**config.mk**
```make
export PLATFORM = sky130hd
export DESIGN_NAME = rk4i_value_stage
export DESIGN_NICKNAME = d
export VERILOG_FILES = /design/src/hw/rtl/rk4i_pkg.sv /design/src/hw/rtl/rk4i_value_stage.sv
export SDC_FILE = /design/constraint.sdc
export NUM_CORES = 1
export LEC_CHECK = 0
export BUFFER_PORTS_ARGS = -buffer_cell sky130_fd_sc_hd__buf_2
export CAP_MARGIN = 30
export CORE_UTILIZATION = 64
export CTS_CLUSTER_DIAMETER = 80
export DETAILED_ROUTE_END_ITERATION = 8
export PLACE_DENSITY = 0.95
export REMOVE_ABC_BUFFERS = 1
export SLEW_MARGIN = 5
export SYNTH_ARGS = -nofsm -noshare
export SYNTH_HDL_FRONTEND = slang
export SYNTH_SLANG_ARGS = --single-unit
```
**constraint.sdc**
```tcl
create_clock -name clock -period 16.4 [get_ports clock]
set_clock_uncertainty 0.2 [all_clocks]
set_input_delay 0.82 -clock clock [delete_from_list [all_inputs] [get_ports clock]]
set_output_delay 0.82 -clock clock [all_outputs]
set_load 0.005 [all_outputs]
```
**src/hw/rtl/rk4i_pkg.sv**
```systemverilog
`timescale 1ns / 1ps
// ----------------------------------------------------------------------------
// rk4i_pkg - shared types and constants of the RK4 state integrator
// Fixed point format, field widths, action and direction codes, and the
// beat structs that travel between the pipeline stages.
// ----------------------------------------------------------------------------
package rk4i_pkg;

   // Fixed point and field widths
   localparam int FRAC_BITS  = 16;
   localparam int VAL_W      = 31;
   localparam int SLOPE_W    = 32;
   localparam int STEP_W     = 21;
   localparam int DB_W       = 16;
   localparam int CNT_W      = 16;
   localparam int NUM_STAGES = 4;
   localparam int STAGE_W    = $clog2(NUM_STAGES);

   // Weighted slope sum k0 + 2k1 + 2k2 + k3 and its product with the step
   localparam int WSUM_W = SLOPE_W + 3;
   localparam int PROD_W = WSUM_W + STEP_W;
   // Product scaled down by the fraction bits
   localparam int ADJ_W  = PROD_W - FRAC_BITS;
   // Product scaled down by 2^(FRAC_BITS+1), before the divide by three
   localparam int QT_W   = PROD_W - FRAC_BITS - 1;
   localparam int QU_W   = QT_W + 1;
   // Halves of the biased dividend; even width so that 2^HALF_W mod 3 is 1
   localparam int HALF_W = ((QU_W + 3) / 4) * 2;
   localparam int QSUM_W = 2 * HALF_W;
   localparam int RECIP_W = HALF_W + 1;
   localparam int PH_W   = HALF_W + RECIP_W;

   // Reciprocal of three for a HALF_W bit dividend, exact after the shift
   localparam logic [RECIP_W-1:0] RECIP3 =
      RECIP_W'(((64'd1 << (HALF_W + 2)) + 64'd2) / 64'd3);
   // (2^HALF_W - 1) / 3, exact since HALF_W is even
   localparam logic [QSUM_W-1:0] THIRD_HALF =
      QSUM_W'(((64'd1 << HALF_W) - 64'd1) / 64'd3);
   // Bias that makes the dividend positive, a multiple of three
   localparam logic [QU_W-1:0] DIV_BIAS = QU_W'(3) << (QT_W - 1);
   // Bias divided by three, removed again from the quotient
   localparam logic [QSUM_W-1:0] DIV_OFFSET = QSUM_W'(1) << (QT_W - 1);

   localparam logic [VAL_W-1:0]  VAL_MAX = {VAL_W{1'b1}};
   localparam logic [CNT_W-1:0]  CNT_MAX = {CNT_W{1'b1}};
   localparam logic signed [SLOPE_W-1:0] SLOPE_MAX = {1'b0, {(SLOPE_W - 1){1'b1}}};
   localparam logic signed [SLOPE_W-1:0] SLOPE_MIN = {1'b1, {(SLOPE_W - 1){1'b0}}};

   // Register reset values
   localparam logic [STEP_W-1:0] STEP_RESET     = STEP_W'(655);
   localparam logic [VAL_W-1:0]  INIT_RESET     = VAL_W'(327680);
   localparam logic [DB_W-1:0]   DEADBAND_RESET = DB_W'(7);

   typedef enum logic [1:0] {
      ACT_ADD    = 2'd0,
      ACT_APPROX = 2'd1,
      ACT_COMMIT = 2'd2,
      ACT_RESET  = 2'd3
   } action_type;

   typedef enum logic [1:0] {
      DIR_NONE = 2'd0,
      DIR_RISE = 2'd1,
      DIR_FALL = 2'd2
   } dir_type;

   typedef enum logic [1:0] {
      EXT_NONE = 2'd0,
      EXT_MIN  = 2'd1,
      EXT_MAX  = 2'd2
   } ext_kind_type;

   typedef enum logic [1:0] {
      CSR_STEP_SIZE     = 2'd0,
      CSR_INITIAL_VALUE = 2'd1,
      CSR_DEADBAND      = 2'd2
   } csr_index_type;

   // Accepted request beat
   typedef struct packed {
      action_type                  action;
      logic [STAGE_W-1:0]          stage;
      logic signed [SLOPE_W-1:0]   slope;
   } req_beat_type;

   // Slope times step, leaving the slope stage
   typedef struct packed {
      action_type                  action;
      logic                        full_step;
      logic signed [PROD_W-1:0]    prod;
   } prod_beat_type;

   // Value adjustment, leaving the scale stage
   typedef struct packed {
      action_type                  action;
      logic signed [ADJ_W-1:0]     adj;
   } adj_beat_type;

   // Result beat
   typedef struct packed {
      logic [VAL_W-1:0]            value;
      ext_kind_type                kind;
      logic [VAL_W-1:0]            ext_value;
      logic [CNT_W-1:0]            count;
   } rsp_beat_type;

endpackage

```
**src/hw/rtl/rk4i_value_stage.sv**
```systemverilog
`timescale 1ns / 1ps
// ----------------------------------------------------------------------------
// rk4i_value_stage - current value, extremum detection and result register
// Applies the adjustment to the current value with clamping, tracks the
// direction of change past the deadband and counts reversals.
// ----------------------------------------------------------------------------
module rk4i_value_stage
   import rk4i_pkg::*;
(
   input  logic                clock,
   input  logic                reset,
   input  logic                in_valid,
   output logic                in_ready,
   input  adj_beat_type        in_beat,
   input  logic [VAL_W-1:0]    initial_value,
   input  logic [DB_W-1:0]     deadband,
   output logic                out_valid,
   input  logic                out_ready,
   output rsp_beat_type        out_beat
);

   logic [VAL_W-1:0]          value_ff;
   logic [VAL_W-1:0]          value_in;
   dir_type                   dir_ff;
   dir_type                   dir_in;
   dir_type                   dir_new;
   logic [CNT_W-1:0]          count_ff;
   logic [CNT_W-1:0]          count_in;
   logic                      out_valid_ff;
   rsp_beat_type              out_beat_ff;
   rsp_beat_type              out_beat_in;
   logic                      load;

   logic signed [ADJ_W:0]     vsum;
   logic [VAL_W-1:0]          clamped;
   logic signed [VAL_W:0]     change;
   logic signed [VAL_W:0]     db_s;
   logic                      moved;

   assign in_ready  = !out_valid_ff || out_ready;
   assign load      = in_valid && in_ready;
   assign out_valid = out_valid_ff;
   assign out_beat  = out_beat_ff;

   // Add and clamp to the value range
   assign vsum = {{(ADJ_W + 1 - VAL_W){1'b0}}, value_ff} + {in_beat.adj[ADJ_W-1], in_beat.adj};

   always_comb begin
      if (vsum[ADJ_W]) begin
         clamped = '0;
      end else if (|vsum[ADJ_W-1:VAL_W]) begin
         clamped = VAL_MAX;
      end else begin
         clamped = vsum[VAL_W-1:0];
      end
   end

   // Change against the deadband
   assign change  = {1'b0, clamped} - {1'b0, value_ff};
   assign db_s    = (VAL_W + 1)'(deadband);
   assign moved   = (change > db_s) || (change < -db_s);
   assign dir_new = change[VAL_W] ? DIR_FALL : DIR_RISE;

   // Next state and result
   always_comb begin
      value_in              = value_ff;
      dir_in                = dir_ff;
      count_in              = count_ff;
      out_beat_in.value     = value_ff;
      out_beat_in.kind      = EXT_NONE;
      out_beat_in.ext_value = '0;
      if (load) begin
         case (in_beat.action)
            ACT_APPROX: out_beat_in.value = clamped;
            ACT_COMMIT: begin
               value_in          = clamped;
               out_beat_in.value = clamped;
               if (moved) begin
                  if (dir_ff == DIR_FALL && dir_new == DIR_RISE) begin
                     out_beat_in.kind      = EXT_MIN;
                     out_beat_in.ext_value = value_ff;
                  end else if (dir_ff == DIR_RISE && dir_new == DIR_FALL) begin
                     out_beat_in.kind      = EXT_MAX;
                     out_beat_in.ext_value = value_ff;
                  end
                  if (out_beat_in.kind != EXT_NONE && count_ff != CNT_MAX) begin
                     count_in = count_ff + CNT_W'(1);
                  end
                  dir_in = dir_new;
               end
            end
            ACT_RESET: begin
               value_in          = initial_value;
               dir_in            = DIR_NONE;
               count_in          = '0;
               out_beat_in.value = initial_value;
            end
            default: ;
         endcase
      end
      out_beat_in.count = count_in;
   end

   always_ff @(posedge clock) begin
      if (reset) begin
         out_valid_ff <= 1'b0;
         value_ff     <= INIT_RESET;
         dir_ff       <= DIR_NONE;
         count_ff     <= '0;
      end else begin
         if (in_ready) begin
            out_valid_ff <= in_valid;
         end
         value_ff <= value_in;
         dir_ff   <= dir_in;
         count_ff <= count_in;
      end
      if (load) begin
         out_beat_ff <= out_beat_in;
      end
   end

   // A reported extremum has been counted
   a_ext_counted: assert property (@(posedge clock) disable iff (reset)
      out_valid_ff && out_beat_ff.kind != EXT_NONE |-> out_beat_ff.count != '0)
      else $error("extremum reported with zero reversal count");

   // Only a reset action lowers the count
   a_count_monotonic: assert property (@(posedge clock) disable iff (reset)
      load && in_beat.action != ACT_RESET |=> count_ff >= $past(count_ff))
      else $error("reversal count dropped without reset action");

   // A maximum leaves the value falling, a minimum leaves it rising
   a_max_dir: assert property (@(posedge clock) disable iff (reset)
      out_valid_ff && out_beat_ff.kind == EXT_MAX |-> dir_ff == DIR_FALL)
      else $error("maximum reported but direction is not falling");

   a_min_dir: assert property (@(posedge clock) disable iff (reset)
      out_valid_ff && out_beat_ff.kind == EXT_MIN |-> dir_ff == DIR_RISE)
      else $error("minimum reported but direction is not rising");

   // No extremum means no extremum value
   a_ext_value_zero: assert property (@(posedge clock) disable iff (reset)
      out_valid_ff && out_beat_ff.kind == EXT_NONE |-> out_beat_ff.ext_value == '0)
      else $error("extremum value set without an extremum");

endmodule

```
# After elaboration in Yosys (flattened, before gate mapping)

Index checks and enable logic that the tools add are counted.

Bits in registers: 130
Bits in latches: 0
Output and inout port bits: 82
Memories: 0
Memory bits (read-only): 0
Word-level logic and storage cells: 53
RAM bits: 0

Reduce and logical (&&, ||, !) cells: 14
Bitwise operators: 0
Multiplexer cells: 16
Order comparisons: 2
Shifts and indexed selects: 0
Multipliers: 0
Add/subtract/negate cells: 4
Equality and inequality tests: 9
Div/mod/pow operators: 0

Operators with widths:

| cell                                                                   | number |
|---|---|
| 33-bit two-way mux                                                     | 5 |
| 31-bit case mux with 2 select lines                                    | 2 |
| 31-bit two-way mux                                                     | 2 |
| 16-bit two-way mux                                                     | 3 |
| 32-bit by 40-bit adder with 41-bit output                              | 1 |
| 32-bit by 17-bit > comparator with 1-bit output                        | 1 |
| 32-bit less-than comparator                                            | 1 |
| 16-bit negation with 32-bit output                                     | 1 |
| 16-bit case mux with 2 select lines                                    | 1 |
| 31-bit by 31-bit subtractor with 32-bit output                         | 1 |
| 16-bit by 1-bit adder with 16-bit output (second input constant)       | 1 |
| 16-bit inequality test (second input constant)                         | 1 |
| 9-bit OR reduction                                                     | 1 |
| 2-bit equality test (second input constant)                            | 4 |
| 2-bit by 1-bit equality test with 1-bit output (second input constant) | 3 |
| 1-bit logical AND                                                      | 4 |
| 2-bit two-way mux                                                      | 2 |
| 2-bit case mux with 2 select lines                                     | 1 |
| 2-bit AND reduction                                                    | 2 |
| 2-bit nonzero test                                                     | 2 |
| 3-bit AND reduction                                                    | 1 |
| 1-bit logical OR                                                       | 2 |
| 2-bit inequality test (second input constant)                          | 1 |
| 2-bit OR reduction                                                     | 1 |
| 1-bit zero test                                                        | 1 |

# Logic depth before layout (Yosys ltp)

Depth after elaboration: 19
Depth in mapped cells: 44
Gate-level depth less buffers: 40

# Least setup slack after synthesis

Ideal clock, no wire load.

Kind: input to register
From: input port in_beat[0] (netlist name)
To: register out_beat_ff (netlist bit out_beat[6]), data pin
Required time: 16.053 ns
Arrival: 9.297 ns
Stages: 44
Path slack: 6.756 ns
Cell sequence: ha_1 fa_1 a21oi_1 o221ai_1 a21oi_2 o221ai_1 a21oi_1 mux2i_1 or4b_1 buf_2 or2_4 buf_6 o21a_1 ha_1 clkbuf_1 a21o_1 a21oi_1 o21bai_1 (+8 left out) a311oi_1 ha_1 a21oi_1 nor2b_1 o21ai_0 nand2b_1 a21oi_1 nor2b_1 o21ai_0 and3_1 a211oi_1 o21a_1 a221oi_2 a32o_2 a21oi_4 buf_6 or3_1 a21oi_1

Cells in the longest elaborated chain, start to end: 19
Elaborated cells between the ends (all ways): 24
Those cells by class: 2 x add/sub; 2 x order compare; 2 x eq/ne; 12 x mux; 6 x reduce/logical

RTL lines:

| element                                          | RTL line                | source |
|---|---|---|
| start: declaration                               | rk4i_value_stage.sv:14  | `input adj_beat_type in_beat,` |
| 32-bit by 40-bit adder with 41-bit output *      | rk4i_value_stage.sv:46  | `assign vsum = {{(ADJ_W + 1 - VAL_W){1'b0}}, value_ff} + {in_beat.adj[ADJ_W-1], in_beat.adj};` |
| 9-bit OR reduction                               | rk4i_value_stage.sv:51  | `end else if (\|vsum[ADJ_W-1:VAL_W]) begin` |
| 31-bit two-way mux                               | rk4i_value_stage.sv:51  |  |
| 31-bit two-way mux *                             | rk4i_value_stage.sv:49  | `if (vsum[ADJ_W]) begin` |
| 31-bit by 31-bit subtractor with 32-bit output * | rk4i_value_stage.sv:59  | `assign change = {1'b0, clamped} - {1'b0, value_ff};` |
| 2-bit two-way mux                                | rk4i_value_stage.sv:62  | `assign dir_new = change[VAL_W] ? DIR_FALL : DIR_RISE;` |
| 2-bit equality test                              | rk4i_value_stage.sv:82  | `end else if (dir_ff == DIR_RISE && dir_new == DIR_FALL) begin` |
| 1-bit logical AND                                | rk4i_value_stage.sv:82  |  |
| (+4 left out)                                    | --                      |  |
| 33-bit two-way mux                               | rk4i_value_stage.sv:72  | `if (load) begin` |
| 2-bit nonzero test                               | rk4i_value_stage.sv:86  | `if (out_beat_in.kind != EXT_NONE && count_ff != CNT_MAX) begin` |
| 1-bit logical AND                                | rk4i_value_stage.sv:86  |  |
| 16-bit two-way mux                               | rk4i_value_stage.sv:86  |  |
| 16-bit two-way mux *                             | rk4i_value_stage.sv:78  | `if (moved) begin` |
| 16-bit case mux with 2 select lines *            | rk4i_value_stage.sv:73  | `case (in_beat.action)` |
| 16-bit two-way mux *                             | rk4i_value_stage.sv:72  |  |
| named net count_in[6]                            | rk4i_value_stage.sv:28  | `logic [CNT_W-1:0] count_in;` |
| end signal: assignment                           | rk4i_value_stage.sv:119 | `out_beat_ff <= out_beat_in;` |
| end: declaration                                 | rk4i_value_stage.sv:30  | `rsp_beat_type out_beat_ff;` |

The timed path passes the listed nets; every way through them passes the cells marked *. The select of a mux whose other input is x is not followed.
A chain may end at the register's enable or synchronous reset.

# Worst setup path in the final report

From: input port in_beat[0] (netlist name)
To: register out_beat_ff (netlist bit out_beat[9]), data pin

The elaborated chain is that of the path after synthesis.

==> metrics.md <==
| Metric | Value |
|---|---|
| Status | completed |
| P&R area growth vs syn | 12.5% |
| Crit path max-delay cell type | or4b_1 |
| WHS | 0.323 ns |
| Num rows | 49 |
| Setup Buffers After CTS | 0 |
| Largest cells by area after synthesis | edfxtp_1, ha_1, dfxtp_1 |
| Unrepaired setup endpoints after global routing | false |
| Final setup vio count | 0 |
| CP Max Fanout | 12 |
| Die X | 140 microns |
| Antenna Violating Nets Remaining | 0 |
| Total power | 1190 uW |
| Placed Area | 0.0130 sq mm |
| Max-slew violation count | 0 |
| CP peak stage delay | 0.69 ns |
| Simple-Gate Fraction of Synth Area | 20.8% |
| Post-DR wirelength/cell | 21.0 microns |
| Worst-margin pin slew | 0.915 ns |
| Adder-Cell Fraction of Synth Area | 11.9% |
| Cell with the most instances after synthesis | a21oi_1 |
| Clock power share | 34.7% |
| Synthesis Warnings | 0 |
| Final instance area | 0.0136 sq mm |
| Die Y | 140 microns |
| Drt drc | 0 |
| Library cells used by synthesis | 87 |
| #FFs+latches synth | 130 |
| Yosys top cell area share | 19.8% |
| Share of layout cells above drive strength 1 | 15.0% |
| Seq/Total Area, Yosys | 28.0% |
| Arr. time, crit path | 11.19 ns |
| Die area | 0.0195 sq mm |
| Worst hold path class | register to register |
| # hold bufs at CTS | 0 |
| Combinational share of power | 33.2% |
| Number of synthesized flops with an enable pin | 80 |
| Switching Share | 35.3% |
| Vias in the first global route | 11700 |
| Ys flop type | edfxtp_1 |
| Delay-heaviest family, CP | compound AO/OA/AOI/OAI gates |
| TritonCTS clock tree | yes |
| Total CTS buffers | 17 |
| Mapped Avg Cell Area | 8.08 sq um |
| Pwr per Cell Area | 86.8 mW/mm^2 |
| Tcrit/Tclk final | 68.5% |
| Port Buffer Count | 174 |
| Crit start category | primary input |
| Sequential share of power | 32.1% |
| Global-route wire length before repair | 61.0 mm |
| 1st-iter DRT viols | 1621 |
| Area leader, netlist | edfxtp_1 |
| Clock Latency Late Sink | 0.43 ns |
| Internal Power | 767 uW |
| Routability cong. | 0.991 |
| Relative slew margins | 39.0% |
| P_leak | 0.00564 uW |
| Maxcap violations | 0 |
| CP most frequent cell | a21oi_1 |
| Vias per cell | 6.86 |
| Routed WL | 39.0 mm |
| Largest family of logic cells by synthesized area | compound AO/OA/AOI/OAI gates |
| Pin count of the biggest net entering global routing | 95 |
| Initial Util | 66.4% |
| Critical Path RT | 16.36 ns |
| Final hold violation count | 0 |
| Grt total ovfl | 0 |
| Nature of the critical path endpoint | register |
| Initial antenna violation count | 0 |
| Commonest cells post-synth | a21oi_1, ha_1, nor2_1 |
| TritonCTS Sinks | 130 |
| Core area | 0.0183 sq mm |
| Final Util | 74.7% |
| Critical path class | primary input to register |
| Synth Area in XOR/XNOR | 5.04% |
| Syn Std Cell Area | 0.0121 sq mm |
| Max Clock Freq | 0.0890 GHz |
| Cell chosen for the clock root | clkbuf_16 |
| Maximum root-to-sink buffer count | 2 |
| CP bufs+invs | 1 |
| Hold path start | out_valid |
| Final setup TNS | 0 ns |
| GRT Resource Usage Total | 39.3% |
| Post-synthesis mux area share | 0.670% |
| Fin crit period | 11.24 ns |
| H-tree Lvls | 4 |
| Io pins | 175 |
| Post-synthesis compound-gate area fraction | 27.8% |
| Clk pin slew, worst setup/hold paths | 0.06 ns |
| VDD IR max | 0.0750 mV |
| Crit path from | in_beat[0] |
| Reg-to-reg startpoint | value_ff[4] |
| DR pass1 iterations | 7 |
| # nets final | 1822 |
| Switch Pwr | 418 uW |
| ANT cells | 0 |
| Dpl hpwl | 28.9 mm |
| Cts repair resizes | 0 |
| Post-synth ARST share | 0% |
| DR vias | 12800 |
| Post-synthesis instance total | 1501 |
-- power groups by stage --
stage | clock, uW | sequential, uW | combinational [uW]
6_report | 411 | 380 | 394
5_1_grt | 424 | 381 | 427
4_1_cts | 409 | 380 | 381
3_5_place_dp | 0 | 386 | 376
3_3_place_gp | 0 | 386 | 368
2_1_floorplan | 0 | 386 | 258
-- registers in the layout, summed over array words and instances, names as in the netlist --
signal,flops
count_ff,16
dir_ff,2
value_ff,31
out_valid,1
out_beat,80
-- stage by stage --
step           instances  setup WS, ns
3_3_place_gp        1827          5.36
6_report            1859          5.16
3_5_place_dp        1827          5.16
5_1_grt             1859          4.83
4_1_cts             1859          5.49
2_1_floorplan       1416          6.08
-- metal layers --
layer / global-route usage, % / vias to the layer above / routed length, microns / share of wire, %
met5: 0 / - / 0 / 0
met3: 6.68 / 135 / 4230 / 11
met4: 13.5 / 0 / 1200 / 3.1
li1: - / 5815 / - / -
met2: 62.8 / 896 / 17600 / 45
met1: 53.7 / 5914 / 15900 / 41
-- final cells by class --
cell class	instances	area, sq um
clock buffer	19	433
clock inverter	13	184
fill	1400	4620
inverter	94	353
multi-input combinational	1192	8060
sequential	130	3400
tap	229	287
timing repair buffer	182	931
-- cell families after synthesis --
family | count (synthesis)
multiplexers | 8
buffers and inverters | 179
XOR/XNOR | 69
flip-flops | 130
AND/OR/NAND/NOR | 487
adder cells (fa/ha/maj) | 115
AO/OA/AOI/OAI | 513
-- tightest hold or removal path, delay by kind of cell, from the launching register on --
kind	cells	cell delay, ns
AOI/OAI and AO/OA	1	0.07
DFF	1	0.31
and+or+nand+nor	1	0.10
-- layout by cell type (no fill, tap or decap), types with 4 or more instances in the layout --
| cell type | synthesis | final |
|---|---|---|
| nor3_1 | 39 | 39 |
| o221ai_1 | 5 | 5 |
| or2_2 | 4 | 4 |
| buf_2 | 11 | 174 |
| o21ai_0 | 76 | 75 |
| o21bai_1 | 19 | 19 |
| o21a_1 | 17 | 17 |
| a211o_1 | 8 | 8 |
| a211oi_1 | 21 | 20 |
| a21boi_0 | 24 | 24 |
| and2_1 | 45 | 45 |
| nand2b_1 | 38 | 38 |
| edfxtp_1 | 80 | 80 |
| nand4_1 | 26 | 26 |
| a21o_1 | 24 | 24 |
| nor3b_1 | 7 | 7 |
| ha_1 | 110 | 108 |
| bufinv_16 | 0 | 4 |
| nand2_1 | 97 | 97 |
| and3_1 | 17 | 17 |
| xnor2_1 | 47 | 47 |
| o21ai_1 | 16 | 15 |
| xor2_1 | 21 | 21 |
| or3_1 | 12 | 12 |
| mux2i_1 | 7 | 7 |
| a21oi_1 | 175 | 175 |
| nand3_1 | 42 | 42 |
| nor2b_1 | 15 | 15 |
| nor2_1 | 107 | 107 |
| o31ai_1 | 12 | 12 |
| a221oi_1 | 51 | 51 |
| buf_4 | 0 | 8 |
| o211ai_1 | 10 | 10 |
| a31oi_1 | 9 | 9 |
| nor4_1 | 15 | 15 |
| dfxtp_1 | 50 | 50 |
| and4_1 | 5 | 5 |
| clkbuf_16 | 0 | 17 |
| inv_1 | 94 | 94 |
-- worst paths after layout --
check / slack [ns] / cells past startpoint / endpoint
worst min-delay path: 0.32 / 2 / out_valid
worst max register to register: 5.23 / 39 / out_beat[9]
worst max-delay path: 5.16 / 41 / out_beat[9]
worst min register to register: 0.32 / 2 / out_valid
No activity file was read; power rests on OpenSTA's default activity.
