==> src/hw/rtl/rk4i_pkg.sv <==
`timescale 1ns / 1ps
// ----------------------------------------------------------------------------
// rk4i_pkg - shared types and constants of the RK4 state integrator
// Fixed point format, field widths, action and direction codes, and the
// beat structs that travel between the pipeline stages.
// ----------------------------------------------------------------------------
package rk4i_pkg;

   // Fixed point and field widths
   localparam int FRAC_BITS  = 16;
   localparam int VAL_W      = 31;
   localparam int SLOPE_W    = 32;
   localparam int STEP_W     = 21;
   localparam int DB_W       = 16;
   localparam int CNT_W      = 16;
   localparam int NUM_STAGES = 4;
   localparam int STAGE_W    = $clog2(NUM_STAGES);

   // Weighted slope sum k0 + 2k1 + 2k2 + k3 and its product with the step
   localparam int WSUM_W = SLOPE_W + 3;
   localparam int PROD_W = WSUM_W + STEP_W;
   // Product scaled down by the fraction bits
   localparam int ADJ_W  = PROD_W - FRAC_BITS;
   // Product scaled down by 2^(FRAC_BITS+1), before the divide by three
   localparam int QT_W   = PROD_W - FRAC_BITS - 1;
   localparam int QU_W   = QT_W + 1;
   // Halves of the biased dividend; even width so that 2^HALF_W mod 3 is 1
   localparam int HALF_W = ((QU_W + 3) / 4) * 2;
   localparam int QSUM_W = 2 * HALF_W;
   localparam int RECIP_W = HALF_W + 1;
   localparam int PH_W   = HALF_W + RECIP_W;

   // Reciprocal of three for a HALF_W bit dividend, exact after the shift
   localparam logic [RECIP_W-1:0] RECIP3 =
      RECIP_W'(((64'd1 << (HALF_W + 2)) + 64'd2) / 64'd3);
   // (2^HALF_W - 1) / 3, exact since HALF_W is even
   localparam logic [QSUM_W-1:0] THIRD_HALF =
      QSUM_W'(((64'd1 << HALF_W) - 64'd1) / 64'd3);
   // Bias that makes the dividend positive, a multiple of three
   localparam logic [QU_W-1:0] DIV_BIAS = QU_W'(3) << (QT_W - 1);
   // Bias divided by three, removed again from the quotient
   localparam logic [QSUM_W-1:0] DIV_OFFSET = QSUM_W'(1) << (QT_W - 1);

   localparam logic [VAL_W-1:0]  VAL_MAX = {VAL_W{1'b1}};
   localparam logic [CNT_W-1:0]  CNT_MAX = {CNT_W{1'b1}};
   localparam logic signed [SLOPE_W-1:0] SLOPE_MAX = {1'b0, {(SLOPE_W - 1){1'b1}}};
   localparam logic signed [SLOPE_W-1:0] SLOPE_MIN = {1'b1, {(SLOPE_W - 1){1'b0}}};

   // Register reset values
   localparam logic [STEP_W-1:0] STEP_RESET     = STEP_W'(655);
   localparam logic [VAL_W-1:0]  INIT_RESET     = VAL_W'(327680);
   localparam logic [DB_W-1:0]   DEADBAND_RESET = DB_W'(7);

   typedef enum logic [1:0] {
      ACT_ADD    = 2'd0,
      ACT_APPROX = 2'd1,
      ACT_COMMIT = 2'd2,
      ACT_RESET  = 2'd3
   } action_type;

   typedef enum logic [1:0] {
      DIR_NONE = 2'd0,
      DIR_RISE = 2'd1,
      DIR_FALL = 2'd2
   } dir_type;

   typedef enum logic [1:0] {
      EXT_NONE = 2'd0,
      EXT_MIN  = 2'd1,
      EXT_MAX  = 2'd2
   } ext_kind_type;

   typedef enum logic [1:0] {
      CSR_STEP_SIZE     = 2'd0,
      CSR_INITIAL_VALUE = 2'd1,
      CSR_DEADBAND      = 2'd2
   } csr_index_type;

   // Accepted request beat
   typedef struct packed {
      action_type                  action;
      logic [STAGE_W-1:0]          stage;
      logic signed [SLOPE_W-1:0]   slope;
   } req_beat_type;

   // Slope times step, leaving the slope stage
   typedef struct packed {
      action_type                  action;
      logic                        full_step;
      logic signed [PROD_W-1:0]    prod;
   } prod_beat_type;

   // Value adjustment, leaving the scale stage
   typedef struct packed {
      action_type                  action;
      logic signed [ADJ_W-1:0]     adj;
   } adj_beat_type;

   // Result beat
   typedef struct packed {
      logic [VAL_W-1:0]            value;
      ext_kind_type                kind;
      logic [VAL_W-1:0]            ext_value;
      logic [CNT_W-1:0]            count;
   } rsp_beat_type;

endpackage

==> src/hw/rtl/rk4i_scale_stage.sv <==
`timescale 1ns / 1ps
// ----------------------------------------------------------------------------
// rk4i_scale_stage - fixed point scaling and divide by six
// Floors the product to the value scale. For a commit the product is
// divided by 2^(FRAC_BITS+1) and then by three through two registered
// reciprocal multiplies on the halves of a biased dividend.
// ----------------------------------------------------------------------------
module rk4i_scale_stage
   import rk4i_pkg::*;
(
   input  logic                clock,
   input  logic                reset,
   input  logic                in_valid,
   output logic                in_ready,
   input  prod_beat_type       in_beat,
   output logic                out_valid,
   input  logic                out_ready,
   output adj_beat_type        out_beat
);

   // Divider stage registers
   logic                        div_valid_ff;
   action_type                  div_action_ff;
   logic signed [ADJ_W-1:0]     div_approx_ff;
   logic [PH_W-1:0]             div_ph_ff;
   logic [PH_W-1:0]             div_pl_ff;
   logic [1:0]                  div_uh_lo_ff;
   logic [1:0]                  div_ul_lo_ff;
   logic                        div_ready;
   logic                        load;

   // Output stage registers
   logic                        out_valid_ff;
   adj_beat_type                out_beat_ff;
   adj_beat_type                out_beat_in;
   logic                        div_move;

   logic signed [QT_W-1:0]      quot_t;
   logic [QU_W-1:0]             div_u;
   logic [QSUM_W-1:0]           div_u_pad;
   logic [HALF_W-1:0]           div_uh;
   logic [HALF_W-1:0]           div_ul;
   logic signed [ADJ_W-1:0]     approx_adj;

   logic [HALF_W-2:0]           third_h;
   logic [HALF_W-2:0]           third_l;
   logic [1:0]                  rem_h;
   logic [1:0]                  rem_l;
   logic [2:0]                  rem_sum;
   logic [QSUM_W-1:0]           rem_part;
   logic [QSUM_W-1:0]           quot_u;
   logic signed [QSUM_W-1:0]    delta;

   assign div_ready = !out_valid_ff || out_ready;
   assign in_ready  = !div_valid_ff || div_ready;
   assign load      = in_valid && in_ready;
   assign div_move  = div_valid_ff && div_ready;
   assign out_valid = out_valid_ff;
   assign out_beat  = out_beat_ff;

   // Floor the product for a stage estimate: half step or full step
   assign approx_adj = in_beat.full_step ? in_beat.prod[PROD_W-1:FRAC_BITS]
                     : {in_beat.prod[PROD_W-1], in_beat.prod[PROD_W-1:FRAC_BITS+1]};

   // Bias the floored product positive and split it into halves
   assign quot_t    = in_beat.prod[PROD_W-1:FRAC_BITS+1];
   assign div_u     = QU_W'(quot_t) + DIV_BIAS;
   assign div_u_pad = QSUM_W'(div_u);
   assign div_uh    = div_u_pad[QSUM_W-1:HALF_W];
   assign div_ul    = div_u_pad[HALF_W-1:0];

   // Hold the divider partial products
   always_ff @(posedge clock) begin
      if (reset) begin
         div_valid_ff <= 1'b0;
      end else if (in_ready) begin
         div_valid_ff <= in_valid;
      end
      if (load) begin
         div_action_ff <= in_beat.action;
         div_approx_ff <= approx_adj;
         div_ph_ff     <= PH_W'(div_uh) * PH_W'(RECIP3);
         div_pl_ff     <= PH_W'(div_ul) * PH_W'(RECIP3);
         div_uh_lo_ff  <= div_uh[1:0];
         div_ul_lo_ff  <= div_ul[1:0];
      end
   end

   // Quotient of each half and the remainders left over
   assign third_h = div_ph_ff[PH_W-1:HALF_W+2];
   assign third_l = div_pl_ff[PH_W-1:HALF_W+2];
   // x - 3q modulo 4 equals x + q modulo 4
   assign rem_h   = div_uh_lo_ff + third_h[1:0];
   assign rem_l   = div_ul_lo_ff + third_l[1:0];
   assign rem_sum = {1'b0, rem_h} + {1'b0, rem_l};

   always_comb begin
      case (rem_h)
         2'd1:    rem_part = THIRD_HALF;
         2'd2:    rem_part = THIRD_HALF << 1;
         default: rem_part = '0;
      endcase
   end

   // Recombine: u/3 = qh*2^H + ql + rh*(2^H-1)/3 + (rh+rl)/3
   assign quot_u = (QSUM_W'(third_h) << HALF_W) + QSUM_W'(third_l) + rem_part
                 + QSUM_W'(rem_sum >= 3'd3);
   assign delta  = quot_u - DIV_OFFSET;

   always_comb begin
      out_beat_in.action = div_action_ff;
      if (div_action_ff == ACT_COMMIT) begin
         out_beat_in.adj = ADJ_W'(delta);
      end else begin
         out_beat_in.adj = div_approx_ff;
      end
   end

   always_ff @(posedge clock) begin
      if (reset) begin
         out_valid_ff <= 1'b0;
      end else if (div_ready) begin
         out_valid_ff <= div_valid_ff;
      end
      if (div_move) begin
         out_beat_ff <= out_beat_in;
      end
   end

endmodule

==> config.mk <==
export PLATFORM = sky130hd
export DESIGN_NAME = rk4i_scale_stage
export DESIGN_NICKNAME = d
export VERILOG_FILES = /design/src/hw/rtl/rk4i_pkg.sv /design/src/hw/rtl/rk4i_scale_stage.sv
export SDC_FILE = /design/constraint.sdc
export NUM_CORES = 1
export LEC_CHECK = 0
export BUFFER_PORTS_ARGS = -buffer_cell sky130_fd_sc_hd__buf_4
export CAP_MARGIN = 10
export CORE_ASPECT_RATIO = 1.5
export CORE_MARGIN = 1.5
export CORE_UTILIZATION = 46
export DETAILED_ROUTE_END_ITERATION = 8
export PLACE_DENSITY_LB_ADDON = 0.3
export SYNTH_ARGS = -nofsm -noshare
export SYNTH_HDL_FRONTEND = slang
export SYNTH_SLANG_ARGS = --single-unit
==> constraint.sdc <==
create_clock -name clock -period 13.1 [get_ports clock]
set_input_delay 0 -clock clock [delete_from_list [all_inputs] [get_ports clock]]
set_output_delay 0 -clock clock [all_outputs]
set_load 0.02 [all_outputs]
; Word-level counts from Yosys, hierarchy flattened
; Cells that the tools add are included.
[totals]
reg_bits = 170
input_bits = 63
out_inout_bits = 44
wordCells = 33
[classes]
n_addsub = 8
n_mul = 2
order_cmp = 1
n_eq_ne = 3
muxes = 3
reduce_logical = 6
[op_table]
columns = operator, n
row1 = $mul A20 B20 Y40 const B, 2
row2 = $add A39 B19 Y40, 1
row3 = $add A39 B39 Y40 const B, 1
row4 = $add A40 B1 Y40, 1
row5 = $add A40 B40 Y40, 1
row6 = $mux W40, 1
row7 = $pmux W20 S2, 1
row8 = $sub A40 B39 Y40 const B, 1
row9 = $mux W39, 1
row10 = $add A2 B2 Y2, 2
row11 = $eq A2 B2 Y1 const B, 2
row12 = $add A2 B2 Y3, 1
row13 = $ge A3 B2 Y1 const B, 1
row14 = $eq A2 B1 Y1 const B, 1
row15 = $logic_and A1 B1 Y1, 2
row16 = $logic_not A1 Y1, 2
row17 = $logic_or A1 B1 Y1, 2

; Longest topological paths before layout
; Gate-level depths: netlist (run 1).
[depth]
depth_word = 7
ltp_mapped = 23

; Worst setup path before layout (run 1)
; No wires, ideal clock.
[synth_timing]
path_type = input to register
start = input in_beat[21] (netlist bit)
end = register div_pl_ff[37], data pin
setup_ps = 263
arrival_time_ps = 5111
setup_slack_ps = 7726
path_stages = 23
path_cell_list = ha_1 -> ha_1 -> inv_1 -> fa_1 -> inv_1 -> fa_1 -> inv_1 -> fa_1 -> inv_1 -> fa_1 -> inv_1 -> fa_1 -> inv_1 -> ha_1 -> a21oi_1 -> nor2_1 -> o311ai_1 -> o211ai_1 -> o211a_1 -> o211ai_1 -> or3b_1 -> a211oi_1 -> nor2_1
[synth_via]
elab_chain_len = 2
[synth_rtl]
columns = element, line_no
row1 = start: declaration, rk4i_scale_stage.sv:15  ; input prod_beat_type in_beat,
row2 = $add A39 B39 Y40, rk4i_scale_stage.sv:67  ; assign div_u = QU_W'(quot_t) + DIV_BIAS;
row3 = $mul A20 B20 Y40, rk4i_scale_stage.sv:83  ; div_pl_ff <= PH_W'(div_ul) * PH_W'(RECIP3);
row4 = end signal: assignment, rk4i_scale_stage.sv:83
row5 = end: declaration, rk4i_scale_stage.sv:26  ; logic [PH_W-1:0] div_pl_ff;
; No other way between the ends.
; A chain may end at the register's enable or synchronous reset.

; Worst setup path in the final report (run 1)
[layout_timing]
start = input in_beat[38] (netlist bit)
end = register div_ph_ff[40], data pin
[layout_via]
elab_chain_len = 2
[layout_rtl]
columns = element, line_no
row1 = $add A39 B39 Y40, rk4i_scale_stage.sv:67
row2 = $mul A20 B20 Y40, rk4i_scale_stage.sv:82  ; div_ph_ff <= PH_W'(div_uh) * PH_W'(RECIP3);
row3 = end signal: assignment, rk4i_scale_stage.sv:82
row4 = end: declaration, rk4i_scale_stage.sv:25  ; logic [PH_W-1:0] div_ph_ff;
; No other way between the ends.

==> flow_summary.json, run 1 <==
{
  "layout-drive-gt1-share_pct": 7.83,
  "first_iter_violations": 654,
  "yosysTopAreaCell": "fa_1",
  "synth_area_sq_um": 19700,
  "async_reset_ff_share_pct": 0,
  "cp_data_arrival_time_ps": 7000,
  "crit_end": "div_ph_ff[40]",
  "cts_max_path_buffers": 2,
  "synth_edf_count": 126,
  "tightest_slew_ps": 833,
  "antenna_found_initial": 0,
  "syn-num-nets": 2609,
  "r2r_slack_ps": 7830,
  "nFillCells": 3845,
  "grt_pass1_wl_microns": 81400,
  "post_dp_cell_area_sq_um": 21100,
  "finalMaxSlewViolations": 0,
  "routedWlPerCell_microns": 19.6,
  "worst_slack_ps": 6280,
  "avgSynthCellArea_sq_um": 10.5,
  "clock-sinks": 128,
  "cts_buffers": 17,
  "worst_setup_path_end_kind": "flop",
  "tritoncts": "yes",
  "skew_ps": 10.5,
  "r2r-start": "div_ph_ff[22]",
  "fp.dieArea_sq_um": 44100,
  "rsz0062_at_grt": "no",
  "final-hold-violation-count": 0,
  "synth_cells": 1882,
  "drc": 0,
  "worst_hold_path_type": "primary input to flop",
  "hold_slack_ps": 23.0,
  "pre_cts_ws_ps": 6320,
  "clk_pin_slew_ps": 60,
  "insertion_delay_ps": 450,
  "synth_top_area_share_pct": 27.3,
  "maxCapViolCount": 0,
  "rows": 92,
  "synthTopCellsByCount": "inv_1, ha_1, fa_1",
  "vias": 13698,
  "fp.dieW_microns": 172,
  "fmax_ghz": 0.147,
  "status": "completed",
  "synthTopCellsByArea": "fa_1, ha_1, edfxtp_1",
  "final_nets": 2744,
  "root_buffer": "clkbuf_16",
  "overflow": 0,
  "ant_nets": 0,
  "tns_ps": 0,
  "finalWirelength_microns": 51000,
  "final_area_sq_um": 22100,
  "setup.worst_path.class": "primary input to flop",
  "yosys_register_bits": 128,
  "start_kind": "primary input",
  "ys_seq_area_share_pct": 19.4,
  "ys.flop_type": "edfxtp_1",
  "dpl.hpwl_microns": 42800,
  "worstPathRequired_ps": 13290,
  "synth.distinct_cells": 66,
  "via_per_inst": 5.28,
  "io_buffers": 90,
  "cts_max_level": 4,
  "crit_fanout": 10,
  "gp_congestion": 0.944,
  "period_needed_ps": 6820,
  "start_util_pct": 46.8,
  "grt_pass1_vias": 15268,
  "crit_start": "in_beat[38]",
  "setup_viol": 0,
  "syn2layout_area_growth_pct": 11.8,
  "io_pins": 107,
  "yosysMostFrequentCell": "inv_1",
  "reg2reg_to": "out_beat[22]",
  "yosys_warnings": 0,
  "period_share_pct": 52.0,
  "rr_worst_depth": 17,
  "max_slew_margin_pct": 44.4,
  "drtPass1Iterations": 5,
  "core_area_sq_um": 42100,
  "track_usage_pct": 24.8,
  "grt_max_degree": 81,
  "die_h_microns": 257
}
## metal layers
layer | GRT usage [%] | part of all wire, % | vias to the layer above
li1 | - | - | 6432
met1 | 26.1 | 36 | 6799
met2 | 46.8 | 55 | 323
met3 | 2.82 | 3.2 | 144
met4 | 13.7 | 5.7 | 0
met5 | 0 | 0 | -
## logic make-up after synthesis
| family | Yosys count | synth area share [%] |
|---|---|---|
| compound gates | 259 | 8.39 |
| xor+xnor | 85 | 3.77 |
| fa+ha+maj | 664 | 52.4 |
| buf+inv | 498 | 9.66 |
| flops | 128 | 19.4 |
| mux | 15 | 0.850 |
| simple gates | 233 | 5.57 |
## worst min-delay path by stage
stage	start	end	slack, ps	cells past startpoint
after floorplan	reset	div_valid_ff	70	1
after CTS	in_beat[43]	div_approx_ff[27]	7	2
after detailed placement	reset	out_valid	170	2
final	in_beat[51]	div_approx_ff[35]	20	3
after global placement	reset	out_valid	170	2
after global routing	in_beat[43]	div_approx_ff[27]	10	2
## registers in the layout, summed over array words and instances (netlist names)
signal / count
div_pl_ff: 19
div_uh_lo_ff: 2
div_ul_lo_ff: 2
div_approx_ff: 40
div_ph_ff: 19
div_action_ff: 2
div_valid_ff: 1
out_beat: 42
out_valid: 1
## worst max-delay path, cell delays in order
cell           delay [ps]
dlygate4sd3_1         540
buf_4                 180
ha_1                  340
xor2_1                520
ha_1                  350
inv_1                  80
fa_1                  420
inv_1                  80
fa_1                  420
fa_1                  510
fa_1                  420
ha_1                  290
ha_1                  340
nand4_1               170
nor4_1                440
o2111ai_1             380
a311oi_1              600
nor2_1                190
o221ai_1              330
a211o_1               210
a21oi_1                80
xnor2_1               130
## cell type report
class	instances	area, sq um	share of cell area, %
multi-input combinational	1256	14000	63.5
sequential	128	3820	17.3
inverter	481	1810	8.19
timing repair buffer	133	1090	4.95
tap	564	706	3.20
clock buffer	19	433	1.96
clock inverter	13	186	0.845
antenna	1	2.50	0.0113
## stage by stage
| step | cells | utilization (%) |
|---|---|---|
| global route | 2594 | 52.3 |
| finish | 2595 | 52.3 |
| CTS | 2594 | 52.3 |
| floorplan | 1882 | - |
| global placement | 2525 | 50.0 |
| detailed placement | 2525 | 50.0 |
## cells in the final DEF, fill, tap and decap left out, types with 16 or more instances in the layout
| cell type | Yosys | final |
|---|---|---|
| a21o_1 | 34 | 34 |
| ha_1 | 395 | 395 |
| nand2_1 | 104 | 104 |
| edfxtp_1 | 126 | 126 |
| a211oi_1 | 16 | 16 |
| fa_1 | 269 | 269 |
| nand4_1 | 18 | 18 |
| dlygate4sd3_1 | 0 | 37 |
| xor2_1 | 38 | 38 |
| inv_1 | 481 | 481 |
| o21ai_0 | 84 | 84 |
| xnor2_1 | 47 | 47 |
| nor2_1 | 36 | 36 |
| buf_4 | 0 | 96 |
| a21oi_1 | 55 | 55 |
| clkbuf_16 | 0 | 17 |
## what timing repair did
item	CTS	global route
endpoints found under the setup margin	0	0
gates resized for setup	0	0
hold endpoints to repair	35	0
setup buffers	0	0
hold buffers	37	0
Power of run 1 is not shown: default switching activity piles up to over one toggle a cycle in this logic, so the estimate is an artifact.
==> inputs of run 2 (changes only) <==
clock period = 6.1 ns   (was 13.1 ns; I/O delays follow)
==> run 2 against run 1 <==
Global-route usage increased by 0.76 points. Critical endpoint is now div_pl_ff[36]. The run now ends with DRC left. Clock skew about the same. Critical path type unchanged. Flip-flop and latch count unchanged. Count of clock-buffer cells in the layout decreased by 2. Worst hold slack improved by 4.9 ps. Routed wire length increased by 3.5%. Non-clock buffer count increased by 55. Worst setup slack got worse by 6100 ps. Via count increased by 1.6%.
==> flow_summary.json, run 2 (same netlist as run 1, synthesis figures left out) <==
{
  "status": "finished, violations left",
  "violations": "DRC",
  "max_slew_margin_pct": 24.0,
  "setup_viol": 0,
  "ant_nets": 0,
  "tritoncts": "yes",
  "insertion_delay_ps": 450,
  "period_share_pct": 96.5,
  "dpl.hpwl_microns": 44600,
  "placedCellCount": 2582,
  "tightest_slew_ps": 1140,
  "skew_ps": 10.2,
  "die_h_microns": 257,
  "clock-sinks": 128,
  "hold_depth": 3,
  "core_area_sq_um": 42100,
  "gp_congestion": 0.955,
  "worst_hold_path_type": "primary input to flop",
  "fp.dieArea_sq_um": 44100,
  "fmax_ghz": 0.170,
  "setup.worst_path.class": "primary input to flop",
  "final_nets": 2799,
  "cts_max_level": 4,
  "io_buffers": 90,
  "r2r_slack_ps": 770,
  "start_util_pct": 46.8,
  "reg2reg_to": "out_beat[38]",
  "io_pins": 107,
  "start_kind": "primary input",
  "grt_pass1_wl_microns": 83600,
  "crit_fanout": 9,
  "rsz0062_at_grt": "yes",
  "drtPass1Iterations": 7,
  "stdcell_count": 2648,
  "syn2layout_area_growth_pct": 14.6,
  "clk_pin_slew_ps": 60,
  "track_usage_pct": 25.5,
  "rows": 92,
  "routedWlPerCell_microns": 19.9,
  "finalWirelength_microns": 52700,
  "final-hold-violation-count": 0,
  "worst_setup_path_end_kind": "flop",
  "grt_pass1_vias": 15758,
  "first_iter_violations": 636,
  "layout_common_cells": "inv_1, ha_1, fa_1",
  "largest_reg_flops": 42,
  "cts_buffers": 17,
  "worstHoldEndpoint": "div_approx_ff[38]",
  "fp.dieW_microns": 172,
  "grt_max_degree": 82,
  "min_from": "in_beat[54]",
  "diodes": 0,
  "vias": 13915,
  "antenna_found_initial": 0,
  "root_buffer": "clkbuf_16",
  "period_needed_ps": 5880,
  "overflow": 0,
  "layout_commonest_cell": "inv_1",
  "rr_worst_depth": 17,
  "maxCapViolCount": 0,
  "cp_data_arrival_time_ps": 6080,
  "finalMaxSlewViolations": 0,
  "nFillCells": 3781,
  "drc": 1,
  "via_per_inst": 5.25,
  "cts_max_path_buffers": 2,
  "layout-drive-gt1-share_pct": 11.6,
  "worstPathRequired_ps": 6300,
  "r2r-start": "div_ph_ff[22]"
}
-- run 2: cell types whose count changed in the layout (fill, tap and decap cells not counted), moves of 3 or more --
cell / change
dlygate4sd3_1: -4
buf_4: +59
ha_1: -8
o21ai_1: +3
ha_2: +3
o21ai_0: -3
ha_4: +5
-- run 2: stage by stage --
stage / instance area [sq um] / setup TNS (ps) / util, % / hold WS (ps) / setup WS (ps)
3_3_place_gp: 21500 / 0 / 51.0 / 167 / 68.0
3_5_place_dp: 21500 / -0.358 / 51.0 / 175 / -0.358
4_1_cts: 22400 / 0 / 53.2 / 1.08 / 6.40
6_report: 22600 / 0 / 53.7 / 27.9 / 215
2_1_floorplan: 19700 / 0 / - / 72.4 / 726
5_1_grt: 22600 / -3.97 / 53.7 / 19.0 / -3.13
-- run 2: repair_timing --
| action | CTS | global route |
|---|---|---|
| hold buffers | 33 | 0 |
| resized for setup | 0 | 29 |
| buffers inserted | 0 | 2 |
| hold endpoints to repair | 36 | 0 |
| setup endpoints to repair | 0 | 16 |
-- run 2: per-layer routing --
| layer | routed length [microns] | vias to the layer above | GRT usage (%) |
|---|---|---|---|
| li1 | - | 6534 | - |
| met1 | 18900 | 6931 | 26.7 |
| met2 | 28800 | 299 | 48.0 |
| met3 | 1600 | 151 | 2.70 |
| met4 | 3400 | 0 | 15.4 |
| met5 | 0 | - | 0 |
-- run 2: worst max path at each step --
| stage | from | to | depth (start not counted) |
|---|---|---|---|
| final | in_beat[17] | div_pl_ff[36] | 24 |
| after global routing | in_beat[17] | div_pl_ff[37] | 24 |
| after CTS | in_beat[50] | div_ph_ff[39] | 22 |
| after detailed placement | in_beat[21] | div_pl_ff[37] | 24 |
| after global placement | in_beat[20] | div_pl_ff[37] | 22 |
| after floorplan | in_beat[21] | div_pl_ff[37] | 23 |
-- run 2: critical path, cell delays in order --
cell and delay [ps]:
dlygate4sd3_1 530, buf_4 200, ha_2 240, xor2_2 300, ha_1 300, inv_1 80
fa_1 420, inv_1 80, fa_1 440, fa_1 530, fa_1 440, ha_1 290
ha_1 310, nand2_1 110, nor3_1 50, buf_4 140, nand4_1 110, a31oi_2 60
buf_4 180, o211a_4 270, o211ai_1 300, or3b_4 430, buf_4 140, xor2_1 130
-- run 2: final cells by class --
| cell class | count | area (sq um) | area share, % |
|---|---|---|---|
| repair buffers | 188 | 1490 | 6.61 |
| well taps | 564 | 706 | 3.12 |
| flip-flops and latches | 128 | 3820 | 16.9 |
| multi-input cells | 1256 | 14200 | 62.7 |
| clock inverters | 14 | 189 | 0.836 |
| inverters | 481 | 1810 | 7.99 |
| clock buffers | 17 | 425 | 1.88 |
Power of run 2 is left out for the same reason.
